<file path="src/hdl/fsaw_pkg.sv">
// fsaw_pkg: shared constants and the sequencer state type for the
// fcfs/sjf average wait block; no dependencies, compiled first
`default_nettype none

package fsaw_pkg;

    localparam int BURST_W       = 16;
    localparam int AVG_W         = 21;
    localparam int MAX_PROCS_DEF = 32;

    typedef enum logic [2:0] {
        ST_LOAD,
        ST_RD,
        ST_ACC,
        ST_DIV,
        ST_FIN
    } state_t;

endpackage

`default_nettype wire

</file>
<file path="src/hdl/fcfs_sjf_average_wait.sv">
// fcfs_sjf_average_wait: top level, burst store, pair sequencer and a shared
// restoring divider; depends on fsaw_pkg
//
//  channel  | handshake              | payload
//  ---------+------------------------+--------------------------------------
//  input    | in_valid / in_ready    | burst_time, last_burst
//  output   | out_valid / out_ready  | avg_wait, avg_turnaround, overflow
//  config   | cfg_valid / cfg_ready  | policy_mode
//
// bursts load one beat per cycle while in_ready is high.
// after the last beat of a set the block is busy for the pair pass (each pair
// read through the two-port store, then accumulated) and two passes of the
// one-bit-per-cycle divider (wait, then turnaround), then a finish state.
// the finish cycle waits while an earlier result is still held on the output.
// reset is asynchronous; the store holds no reset and needs no clearing pass.
`default_nettype none

module fcfs_sjf_average_wait #(
    parameter int MAX_PROCS = fsaw_pkg::MAX_PROCS_DEF
) (
    input  wire logic                       clk,
    input  wire logic                       rst_n,
    input  wire logic                       in_valid,
    output logic                            in_ready,
    input  wire logic [fsaw_pkg::BURST_W-1:0] burst_time,
    input  wire logic                       last_burst,
    output logic                            out_valid,
    input  wire logic                       out_ready,
    output logic [fsaw_pkg::AVG_W-1:0]      avg_wait,
    output logic [fsaw_pkg::AVG_W-1:0]      avg_turnaround,
    output logic                            overflow,
    input  wire logic                       cfg_valid,
    output logic                            cfg_ready,
    input  wire logic                       policy_mode
);

    localparam int IDX_W  = (MAX_PROCS > 1) ? $clog2(MAX_PROCS) : 1;
    localparam int CNT_W  = $clog2(MAX_PROCS + 1);
    localparam int RAW_W  = fsaw_pkg::BURST_W + 2 * CNT_W;
    localparam int SUM_W  = (RAW_W > fsaw_pkg::AVG_W) ? RAW_W : fsaw_pkg::AVG_W + 1;
    localparam int DCNT_W = $clog2(SUM_W);
    localparam int AW     = fsaw_pkg::AVG_W;
    localparam int BW     = fsaw_pkg::BURST_W;

    fsaw_pkg::state_t state_reg, state_next;

    logic [BW-1:0]     mem [MAX_PROCS];
    logic [BW-1:0]     rd_a_reg, rd_b_reg;

    logic [CNT_W-1:0]  count_reg, count_next;
    logic [IDX_W-1:0]  i_reg, i_next;
    logic [IDX_W-1:0]  j_reg, j_next;
    logic [SUM_W-1:0]  wait_reg, wait_next;
    logic [SUM_W-1:0]  burst_reg, burst_next;
    logic [SUM_W-1:0]  dq_reg, dq_next;
    logic [CNT_W-1:0]  rem_reg, rem_next;
    logic [DCNT_W-1:0] bit_reg, bit_next;
    logic              phase_reg, phase_next;
    logic              drop_reg, drop_next;
    logic              mode_reg;
    logic [AW-1:0]     wq_reg, wq_next;
    logic [AW-1:0]     tq_reg, tq_next;
    logic              ovalid_reg, ovalid_next;
    logic [AW-1:0]     owait_reg, owait_next;
    logic [AW-1:0]     oturn_reg, oturn_next;
    logic              oovf_reg, oovf_next;

    logic              in_fire;
    logic              room;
    logic              pair_last_j;
    logic              pair_last_i;
    logic              div_last;
    logic              fin_go;
    logic [CNT_W:0]    trial;
    logic              trial_ge;
    logic [SUM_W-1:0]  dq_shift;
    logic [AW-1:0]     q_sat;
    logic [BW-1:0]     pick;

    assign in_ready  = (state_reg == fsaw_pkg::ST_LOAD);
    assign cfg_ready = 1'b1;
    assign in_fire   = in_valid && in_ready;
    assign room      = (count_reg < CNT_W'(MAX_PROCS));

    assign pair_last_j = ((CNT_W'(j_reg) + CNT_W'(1)) == count_reg);
    assign pair_last_i = ((CNT_W'(i_reg) + CNT_W'(2)) == count_reg);
    assign div_last    = (bit_reg == DCNT_W'(SUM_W - 1));
    assign fin_go      = !ovalid_reg || out_ready;

    // one restoring step: shift in the next dividend bit, subtract if it fits
    assign trial    = {rem_reg, dq_reg[SUM_W-1]};
    assign trial_ge = (trial >= {1'b0, count_reg});
    assign dq_shift = {dq_reg[SUM_W-2:0], trial_ge};
    assign q_sat    = (|dq_shift[SUM_W-1:AW]) ? {AW{1'b1}} : dq_shift[AW-1:0];

    // sjf wait total is the sum over pairs of the smaller burst
    assign pick = (mode_reg && (rd_b_reg < rd_a_reg)) ? rd_b_reg : rd_a_reg;

    // next state
    always_comb
    begin
        state_next = state_reg;
        case (state_reg)
            fsaw_pkg::ST_LOAD:
            begin
                if (in_fire && last_burst)
                begin
                    if (count_next >= CNT_W'(2))
                        state_next = fsaw_pkg::ST_RD;
                    else
                        state_next = fsaw_pkg::ST_DIV;
                end
            end
            fsaw_pkg::ST_RD:
                state_next = fsaw_pkg::ST_ACC;
            fsaw_pkg::ST_ACC:
            begin
                if (pair_last_j && pair_last_i)
                    state_next = fsaw_pkg::ST_DIV;
                else
                    state_next = fsaw_pkg::ST_RD;
            end
            fsaw_pkg::ST_DIV:
            begin
                if (div_last && phase_reg)
                    state_next = fsaw_pkg::ST_FIN;
            end
            fsaw_pkg::ST_FIN:
            begin
                if (fin_go)
                    state_next = fsaw_pkg::ST_LOAD;
            end
            default:
                state_next = fsaw_pkg::ST_LOAD;
        endcase
    end

    // datapath and output values
    always_comb
    begin
        count_next  = count_reg;
        i_next      = i_reg;
        j_next      = j_reg;
        wait_next   = wait_reg;
        burst_next  = burst_reg;
        dq_next     = dq_reg;
        rem_next    = rem_reg;
        bit_next    = bit_reg;
        phase_next  = phase_reg;
        drop_next   = drop_reg;
        wq_next     = wq_reg;
        tq_next     = tq_reg;
        ovalid_next = ovalid_reg && !out_ready;
        owait_next  = owait_reg;
        oturn_next  = oturn_reg;
        oovf_next   = oovf_reg;
        case (state_reg)
            fsaw_pkg::ST_LOAD:
            begin
                if (in_fire)
                begin
                    if (room)
                    begin
                        count_next = count_reg + CNT_W'(1);
                        burst_next = burst_reg + SUM_W'(burst_time);
                    end
                    else
                        drop_next = 1'b1;
                end
                i_next    = '0;
                j_next    = IDX_W'(1);
                wait_next = '0;
                dq_next   = '0;
                rem_next  = '0;
                bit_next  = '0;
                phase_next = 1'b0;
            end
            fsaw_pkg::ST_RD:
            begin
            end
            fsaw_pkg::ST_ACC:
            begin
                wait_next = wait_reg + SUM_W'(pick);
                if (pair_last_j)
                begin
                    i_next = i_reg + IDX_W'(1);
                    j_next = i_reg + IDX_W'(2);
                end
                else
                    j_next = j_reg + IDX_W'(1);
                dq_next = wait_reg + SUM_W'(pick);
            end
            fsaw_pkg::ST_DIV:
            begin
                rem_next = trial_ge ? CNT_W'(trial - {1'b0, count_reg}) : trial[CNT_W-1:0];
                dq_next  = dq_shift;
                bit_next = bit_reg + DCNT_W'(1);
                if (div_last)
                begin
                    bit_next = '0;
                    rem_next = '0;
                    if (!phase_reg)
                    begin
                        wq_next    = q_sat;
                        dq_next    = wait_reg + burst_reg;
                        phase_next = 1'b1;
                    end
                    else
                        tq_next = q_sat;
                end
            end
            fsaw_pkg::ST_FIN:
            begin
                if (fin_go)
                begin
                    ovalid_next = 1'b1;
                    oovf_next   = drop_reg;
                    owait_next  = (count_reg == '0) ? '0 : wq_reg;
                    oturn_next  = (count_reg == '0) ? '0 : tq_reg;
                    count_next  = '0;
                    burst_next  = '0;
                    drop_next   = 1'b0;
                end
            end
            default:
            begin
            end
        endcase
    end

    always_ff @(posedge clk or negedge rst_n)
    begin
        if (!rst_n)
        begin
            state_reg  <= fsaw_pkg::ST_LOAD;
            count_reg  <= '0;
            burst_reg  <= '0;
            wait_reg   <= '0;
            drop_reg   <= 1'b0;
            mode_reg   <= 1'b0;
            ovalid_reg <= 1'b0;
            phase_reg  <= 1'b0;
            bit_reg    <= '0;
            i_reg      <= '0;
            j_reg      <= IDX_W'(1);
        end
        else
        begin
            state_reg  <= state_next;
            count_reg  <= count_next;
            burst_reg  <= burst_next;
            wait_reg   <= wait_next;
            drop_reg   <= drop_next;
            ovalid_reg <= ovalid_next;
            phase_reg  <= phase_next;
            bit_reg    <= bit_next;
            i_reg      <= i_next;
            j_reg      <= j_next;
            if (cfg_valid && cfg_ready)
                mode_reg <= policy_mode;
        end
    end

    always_ff @(posedge clk)
    begin
        dq_reg    <= dq_next;
        rem_reg   <= rem_next;
        wq_reg    <= wq_next;
        tq_reg    <= tq_next;
        owait_reg <= owait_next;
        oturn_reg <= oturn_next;
        oovf_reg  <= oovf_next;
    end

    // burst store: one write port, two registered read ports
    always_ff @(posedge clk)
    begin
        if (in_fire && room)
            mem[count_reg[IDX_W-1:0]] <= burst_time;
        rd_a_reg <= mem[i_reg];
        rd_b_reg <= mem[j_reg];
    end

    assign out_valid      = ovalid_reg;
    assign avg_wait       = owait_reg;
    assign avg_turnaround = oturn_reg;
    assign overflow       = oovf_reg;

endmodule

`default_nettype wire

</file>
<file path="config.mk">
export PLATFORM = sky130hd
export DESIGN_NAME = fcfs_sjf_average_wait
export DESIGN_NICKNAME = d
export VERILOG_FILES = /design/src/hdl/fsaw_pkg.sv /design/src/hdl/fcfs_sjf_average_wait.sv
export SDC_FILE = /design/constraint.sdc
export NUM_CORES = 1
export LEC_CHECK = 0
export BUFFER_PORTS_ARGS = -buffer_cell sky130_fd_sc_hd__buf_2
export CAP_MARGIN = 20
export CORE_MARGIN = 2
export CORE_UTILIZATION = 40
export CTS_CLUSTER_DIAMETER = 50
export CTS_CLUSTER_SIZE = 8
export DETAILED_ROUTE_END_ITERATION = 8
export GPL_TIMING_DRIVEN = 0
export PLACE_DENSITY_LB_ADDON = 0.1
export SLEW_MARGIN = 10
export SYNTH_ARGS = -nofsm -noshare
export SYNTH_HDL_FRONTEND = slang
export SYNTH_SLANG_ARGS = --single-unit
</file>
<file path="constraint.sdc">
create_clock -name clk -period 4.4 [get_ports clk]
set_input_delay 0.22 -clock clk [delete_from_list [all_inputs] [get_ports clk]]
set_output_delay 0.22 -clock clk [all_outputs]
set_load 0.02 [all_outputs]
</file>
After elaboration in Yosys (flattened, before gate mapping)
Memories as Yosys holds them, arrays and structs flattened. A register that Yosys moved wholly into a read port is not among the register bits.
Cells that the tools add are included.

cells by class
  $mul = 0
  order comparisons = 4
  shift operators = 0
  bitwise logic cells = 1
  multiplexer cells = 39
  $add $sub $neg = 11
  reductions and logical operators = 25
  eq/ne operators = 15
  divide/modulo/power cells = 0

operators with widths
  kind                                          number
  2-to-1 mux 28 bit                             5
  case mux 28 bit (2 select lines)              2
  case mux 28 bit (3 select lines)              1
  adder 28 x 16 -> 28 bit                       2
  2-to-1 mux 6 bit                              5
  case mux 5 bit (2 select lines)               3
  adder 28 bit                                  1
  case mux 6 bit (2 select lines)               2
  2-to-1 mux 21 bit                             1
  less-than comparator 16 bit                   1
  2-to-1 mux 16 bit                             1
  adder 5 x 1 -> 5 bit (second input constant)  3
  2-to-1 mux 5 bit                              3
  case mux 3 bit (5 select lines)               1
  equality test 6 bit                           2
  != test 2 bit (second input constant)         5
  2-to-1 mux 3 bit                              3
  AND reduction 3 bit                           3
  2-to-1 mux 1 bit                              8
  AND reduction 4 bit                           2
  >= comparator 7 x 6 -> 1 bit                  1
  logical AND 1 bit                             7
  OR reduction 7 bit                            1
  adder 5 x 1 -> 6 bit (second input constant)  1
  21 further kinds                              31

word-level totals
  output and inout bits = 46
  bits in latches = 0
  RAM bits = 512
  register bits = 203
  ROM bits = 0
  memories kept = 1
  input bits = 23

memory list
  name  words  width  rd ports  clocked after memory_dff  write ports  line                         RTL
  mem   32     16     2         2                         1            fcfs_sjf_average_wait.sv:47  logic [BW-1:0] mem [MAX_PROCS];

Depth between registers and ports, before layout
  word-level depth = 8
  depth in mapped cells = 22
  depth with buffers taken out = 20

Least setup slack after synthesis
Ideal clock, no wire load.

  path kind = register to register
  start = register rd_a_reg[13] (read register of mem)
  end = register dq_reg[20], data pin
  period minus slack after synthesis = 4.281 ns
  path buffers = 2
  setup time = 0.269 ns
  data arrival time = 4.011 ns
  stages on the path, launching flop included = 23
  path slack = 0.119 ns
  cells stage by stage = dfxtp_1 > inv_1 > ha_1 > a21o_1 > a21oi_1 > nor2b_1 > nor3b_1 > nand2b_1 > o21a_1 > buf_2 > buf_2 > mux2_2 > ha_1 > inv_1 > fa_1 > nand2b_1 > a21oi_1 > o21ai_0 > a21oi_1 > a21boi_1 > or2_2 > xor2_1 > o211ai_1

between the ends
  longest elaborated chain between the ends = 5

RTL lines
  element                             line                          RTL
  from (decl)                         fcfs_sjf_average_wait.sv:48   logic [BW-1:0] rd_a_reg, rd_b_reg;
  less-than comparator 16 bit         fcfs_sjf_average_wait.sv:97   assign pick = (mode_reg && (rd_b_reg < rd_a_reg)) ? rd_b_reg : rd_a_reg;
  logical AND 1 bit                   fcfs_sjf_average_wait.sv:97
  2-to-1 mux 16 bit *                 fcfs_sjf_average_wait.sv:97
  adder 28 x 16 -> 28 bit *           fcfs_sjf_average_wait.sv:191  dq_next = wait_reg + SUM_W'(pick);
  case mux 28 bit (3 select lines) *  fcfs_sjf_average_wait.sv:157  case (state_reg)
  named net dq_next[20]               fcfs_sjf_average_wait.sv:55   logic [SUM_W-1:0] dq_reg, dq_next;
  to (signal assigned)                fcfs_sjf_average_wait.sv:266  dq_reg <= dq_next;
  to (decl)                           fcfs_sjf_average_wait.sv:55

Mark *: on every way through the listed nets, which the timed path passes. The rest lies on a longest branch.
A chain may end at the register's enable or synchronous reset.

Final worst setup path
  start = register rd_b_reg[1] (read register of mem)
  end = register dq_reg[17], data pin

between the ends
  longest elaborated chain between the ends = 5

RTL lines
  element                             line
  from (decl)                         fcfs_sjf_average_wait.sv:48
  less-than comparator 16 bit         fcfs_sjf_average_wait.sv:97
  logical AND 1 bit                   fcfs_sjf_average_wait.sv:97
  2-to-1 mux 16 bit *                 fcfs_sjf_average_wait.sv:97
  adder 28 x 16 -> 28 bit *           fcfs_sjf_average_wait.sv:191
  case mux 28 bit (3 select lines) *  fcfs_sjf_average_wait.sv:157
  named net dq_next[17]               fcfs_sjf_average_wait.sv:55

Marks and branches as above.

==> impl_metrics.csv <==
group,metric,value,unit
power_and_ir_drop,power_density,633.4,nW/µm²
floorplanning,dieWidth,307.0,µm
finish,fin_area,43190,µm²
worst_setup_path,crit_arrival,4650,ps
power_and_ir_drop,p_leak,14.66,nW
timing,worst_pin_slew,1148,ps
global_route,grt_pass1_wl,168.8,mm
floorplanning,initial_core_util,40.20,%
route,drtPass1Iterations,5,
power_and_ir_drop,power,27.35,mW
worst_setup_path,start_kind,"flip-flop",
timing,slew_viol_final,0,
finish,largest_reg_flops,512,
route,vias,23510,
place,place_area,39280,µm²
worst_setup_path,crit_family,"compound AO/OA/AOI/OAI gates",
route,wire_per_inst,30.07,µm
floorplanning,coreArea,91390,µm²
worst_setup_path,critPathCaptureType,"flip-flop",
clock_network,insertion_delay,700,ps
route,ant_nets,0,
worst_setup_path,cp_cell_sequence,"ha_4 -> a21o_1 -> a21o_1 -> a21oi_2 -> o211a_1 -> a21oi_2 -> o21a_1 -> buf_6 -> buf_12 -> buf_6 -> mux2_4 -> ha_4 -> a31oi_4 -> nor4b_4 -> nor3_4 -> nor2_1 -> o22ai_1 -> xnor2_1 -> o22ai_1",
timing,finClkSkew,40.63,ps
worst_setup_path,required,4790,ps
floorplanning,die_area,94270,µm²
yosys,ys_types,81,
place,port_buffers,67,
floorplanning,num_io_pins,69,
timing,setup_slack,138.2,ps
yosys,syn_avg_cell_area,15.27,µm²
power_and_ir_drop,ir_worst_vdd,0.3264,mV
clock_network,clk_pin_slew,50,ps
place,pre_cts_ws,-971.1,ps
worst_setup_path,path_max_fanout,8,
yosys,async_flop_share,11.24,%
finish,insertedDiodeCount,0,
yosys,synthDominantAreaCellType,"edfxtp_1",
yosys,ys_seq_area_share,59.05,%
worst_setup_path,criticalPathCategory,"reg -> reg",
status,status,"finished, final reports clean",
finish,nets,2772,
yosys,synth_edf_count,631,
yosys,yosysWarnings,0,
clock_network,htree_num_levels,3,
yosys,synth.top_cell.area_share,51.58,%
timing,rsz0062_at_grt,"yes",
finish,final_util,47.26,%
timing,fmax,234.6,MHz
worst_setup_path,cp_slowest_stage_delay,380,ps
global_route,antenna_found_initial,4,
timing,setup-violations-final,0,
timing,min_period_over_period,96.86,%
global_route,grt_max_degree,58,
global_route,track_usage,25.10,%
yosys,synth_ff_type,"edfxtp_1",
min_path,hold_class,"in -> async",
clock_network,numCtsBuffers,113,
place,dp_hpwl,85.96,mm
floorplanning,die_height,307.0,µm
finish,fill_cells,7840,
yosys,ys_ff_latch,747,
route,drc,0,
route,vias_per_cell,6.015,
global_route,overflow,0,
timing,hold_slack,48.29,ps
clock_network,cts_root_buf,"clkbuf_16",
finish,drive_gt1_share,26.92,%
clock_network,tritoncts,"done",
yosys,syn_inst,2405,
global_route,grt_pass1_vias,23690,
floorplanning,rows,111,
timing,hold_violations,0,
yosys,syn_area,36730,µm²
run,drv_cap,0,
yosys,synth_common_cells,"631 x edfxtp_1, 262 x mux4_2, 135 x nand2_1, 122 x o21ai_0, 112 x nor2_1",
route,drt-total-wl,117.6,mm
timing,period_needed,4262,ps
yosys,synth.top_cells.by_area,"edfxtp_1 52%, mux4_2 16%, dfrtp_1 5.7%",
worst_setup_path,slowest_stage,"dfxtp_2",
finish,syn2layout_area_growth,17.57,%
yosys,yosysMostFrequentCell,"edfxtp_1",
timing,max_slew_margin,23.47,%
yosys,syn_nets,2523,
clock_network,clock-sinks,747,
clock_network,clk_path_buf_depth,3,
place,place_congestion,0.9486,
worst_setup_path,crit_buf_inv,3,
route,drt_iter0_drc,2637,
per-stage QoR:
stage                     setup TNS, ps  cells
after floorplan                       0   2405
after global placement           -60980   3658
after detailed placement         -18860   3705
after CTS                        -2.136   3899
after global routing             -91.10   3909
final                                 0   3909
final timing paths:
kind	endpoint	slack, ps	cells past startpoint	from
setup / recovery	dq_reg[17]	140	19	rd_b_reg[1]
hold / removal	mode_reg	50	2	rst_n
setup reg to reg	dq_reg[17]	140	19	rd_b_reg[1]
hold reg to reg	overflow	490	0	drop_reg
max in group asynchronous	j_reg[0]	3670	3	rst_n
min in group clk	mem[9][1]	140	1	burst_time[1]
where the power goes:
group / internal (mW) / switching, mW / leakage (nW) / total, mW
Clock: 4.95 / 3.15 / 1.62 / 8.10
Sequential: 8.51 / 0.497 / 7.14 / 9.00
Combinational: 4.22 / 6.03 / 5.91 / 10.3
Total: 17.7 / 9.68 / 14.7 / 27.4
repair_timing:
action,CTS,global route
hold buffers,7,0
resized for setup,33,53
gates cloned,0,0
setup buffers,4,8
hold endpoints to repair,91,0
pin swaps,7,31
setup endpoints to repair,36,29
final cells by class:
cell class,instances,area (µm²),share of cell area (%)
Sequential cell,747,21700,50.25
Multi-Input combinational cell,1469,14740,34.12
Clock buffer,165,3158,7.312
Tap cell,1186,1484,3.436
Timing Repair Buffer,135,1139,2.636
Buffer,136,590.6,1.367
Inverter,52,200.2,0.4635
Clock inverter,19,178.9,0.4143
routing by layer:
metal	part of all wire, %	up-vias	GRT usage [%]	routed length, µm
met4	4.8	4	10.97	5620
met3	6.6	188	4.266	7732
li1	-	10110	-	-
met2	46	929	39.50	54490
met1	42	12290	34.44	49700
met5	0.020	-	0	24
cells in the final DEF, fill, tap and decap left out, drive strengths merged, types with 10 or more instances in the layout:
master | Yosys | routed
a211oi | 19 | 19
a21o | 28 | 28
a21oi | 95 | 95
a31oi | 11 | 11
and3 | 15 | 15
buf | 55 | 183
clkbuf | 82 | 246
clkinv | 1 | 15
dfrtp | 83 | 83
dfxtp | 32 | 32
edfxtp | 631 | 631
ha | 91 | 91
inv | 51 | 53
mux2 | 32 | 32
mux2i | 108 | 108
mux4 | 262 | 262
nand2 | 138 | 138
nand3 | 42 | 42
nand4 | 14 | 14
nor2 | 113 | 113
nor2b | 58 | 58
nor3 | 23 | 23
nor4 | 11 | 11
o211ai | 10 | 10
o21a | 16 | 16
o21ai | 126 | 126
o21bai | 11 | 11
o221ai | 17 | 17
o22ai | 30 | 30
o31a | 15 | 15
or2 | 25 | 25
xnor2 | 47 | 47
xor2 | 29 | 29
cells by family (layout without fill, tap and decap cells):
family | after synthesis | in the layout | synth area share (%)
XOR/XNOR | 76 | 76 | 1.812
other | 1 | 1 | 0.01021
flip-flops | 747 | 747 | 59.05
buffers and inverters | 189 | 507 | 2.102
AO/OA/AOI/OAI | 418 | 418 | 7.333
multiplexers | 402 | 402 | 19.99
AND/OR/NAND/NOR | 477 | 477 | 6.386
adder cells (fa/ha/maj) | 95 | 95 | 3.318
(Power assumes the default switching activity.)
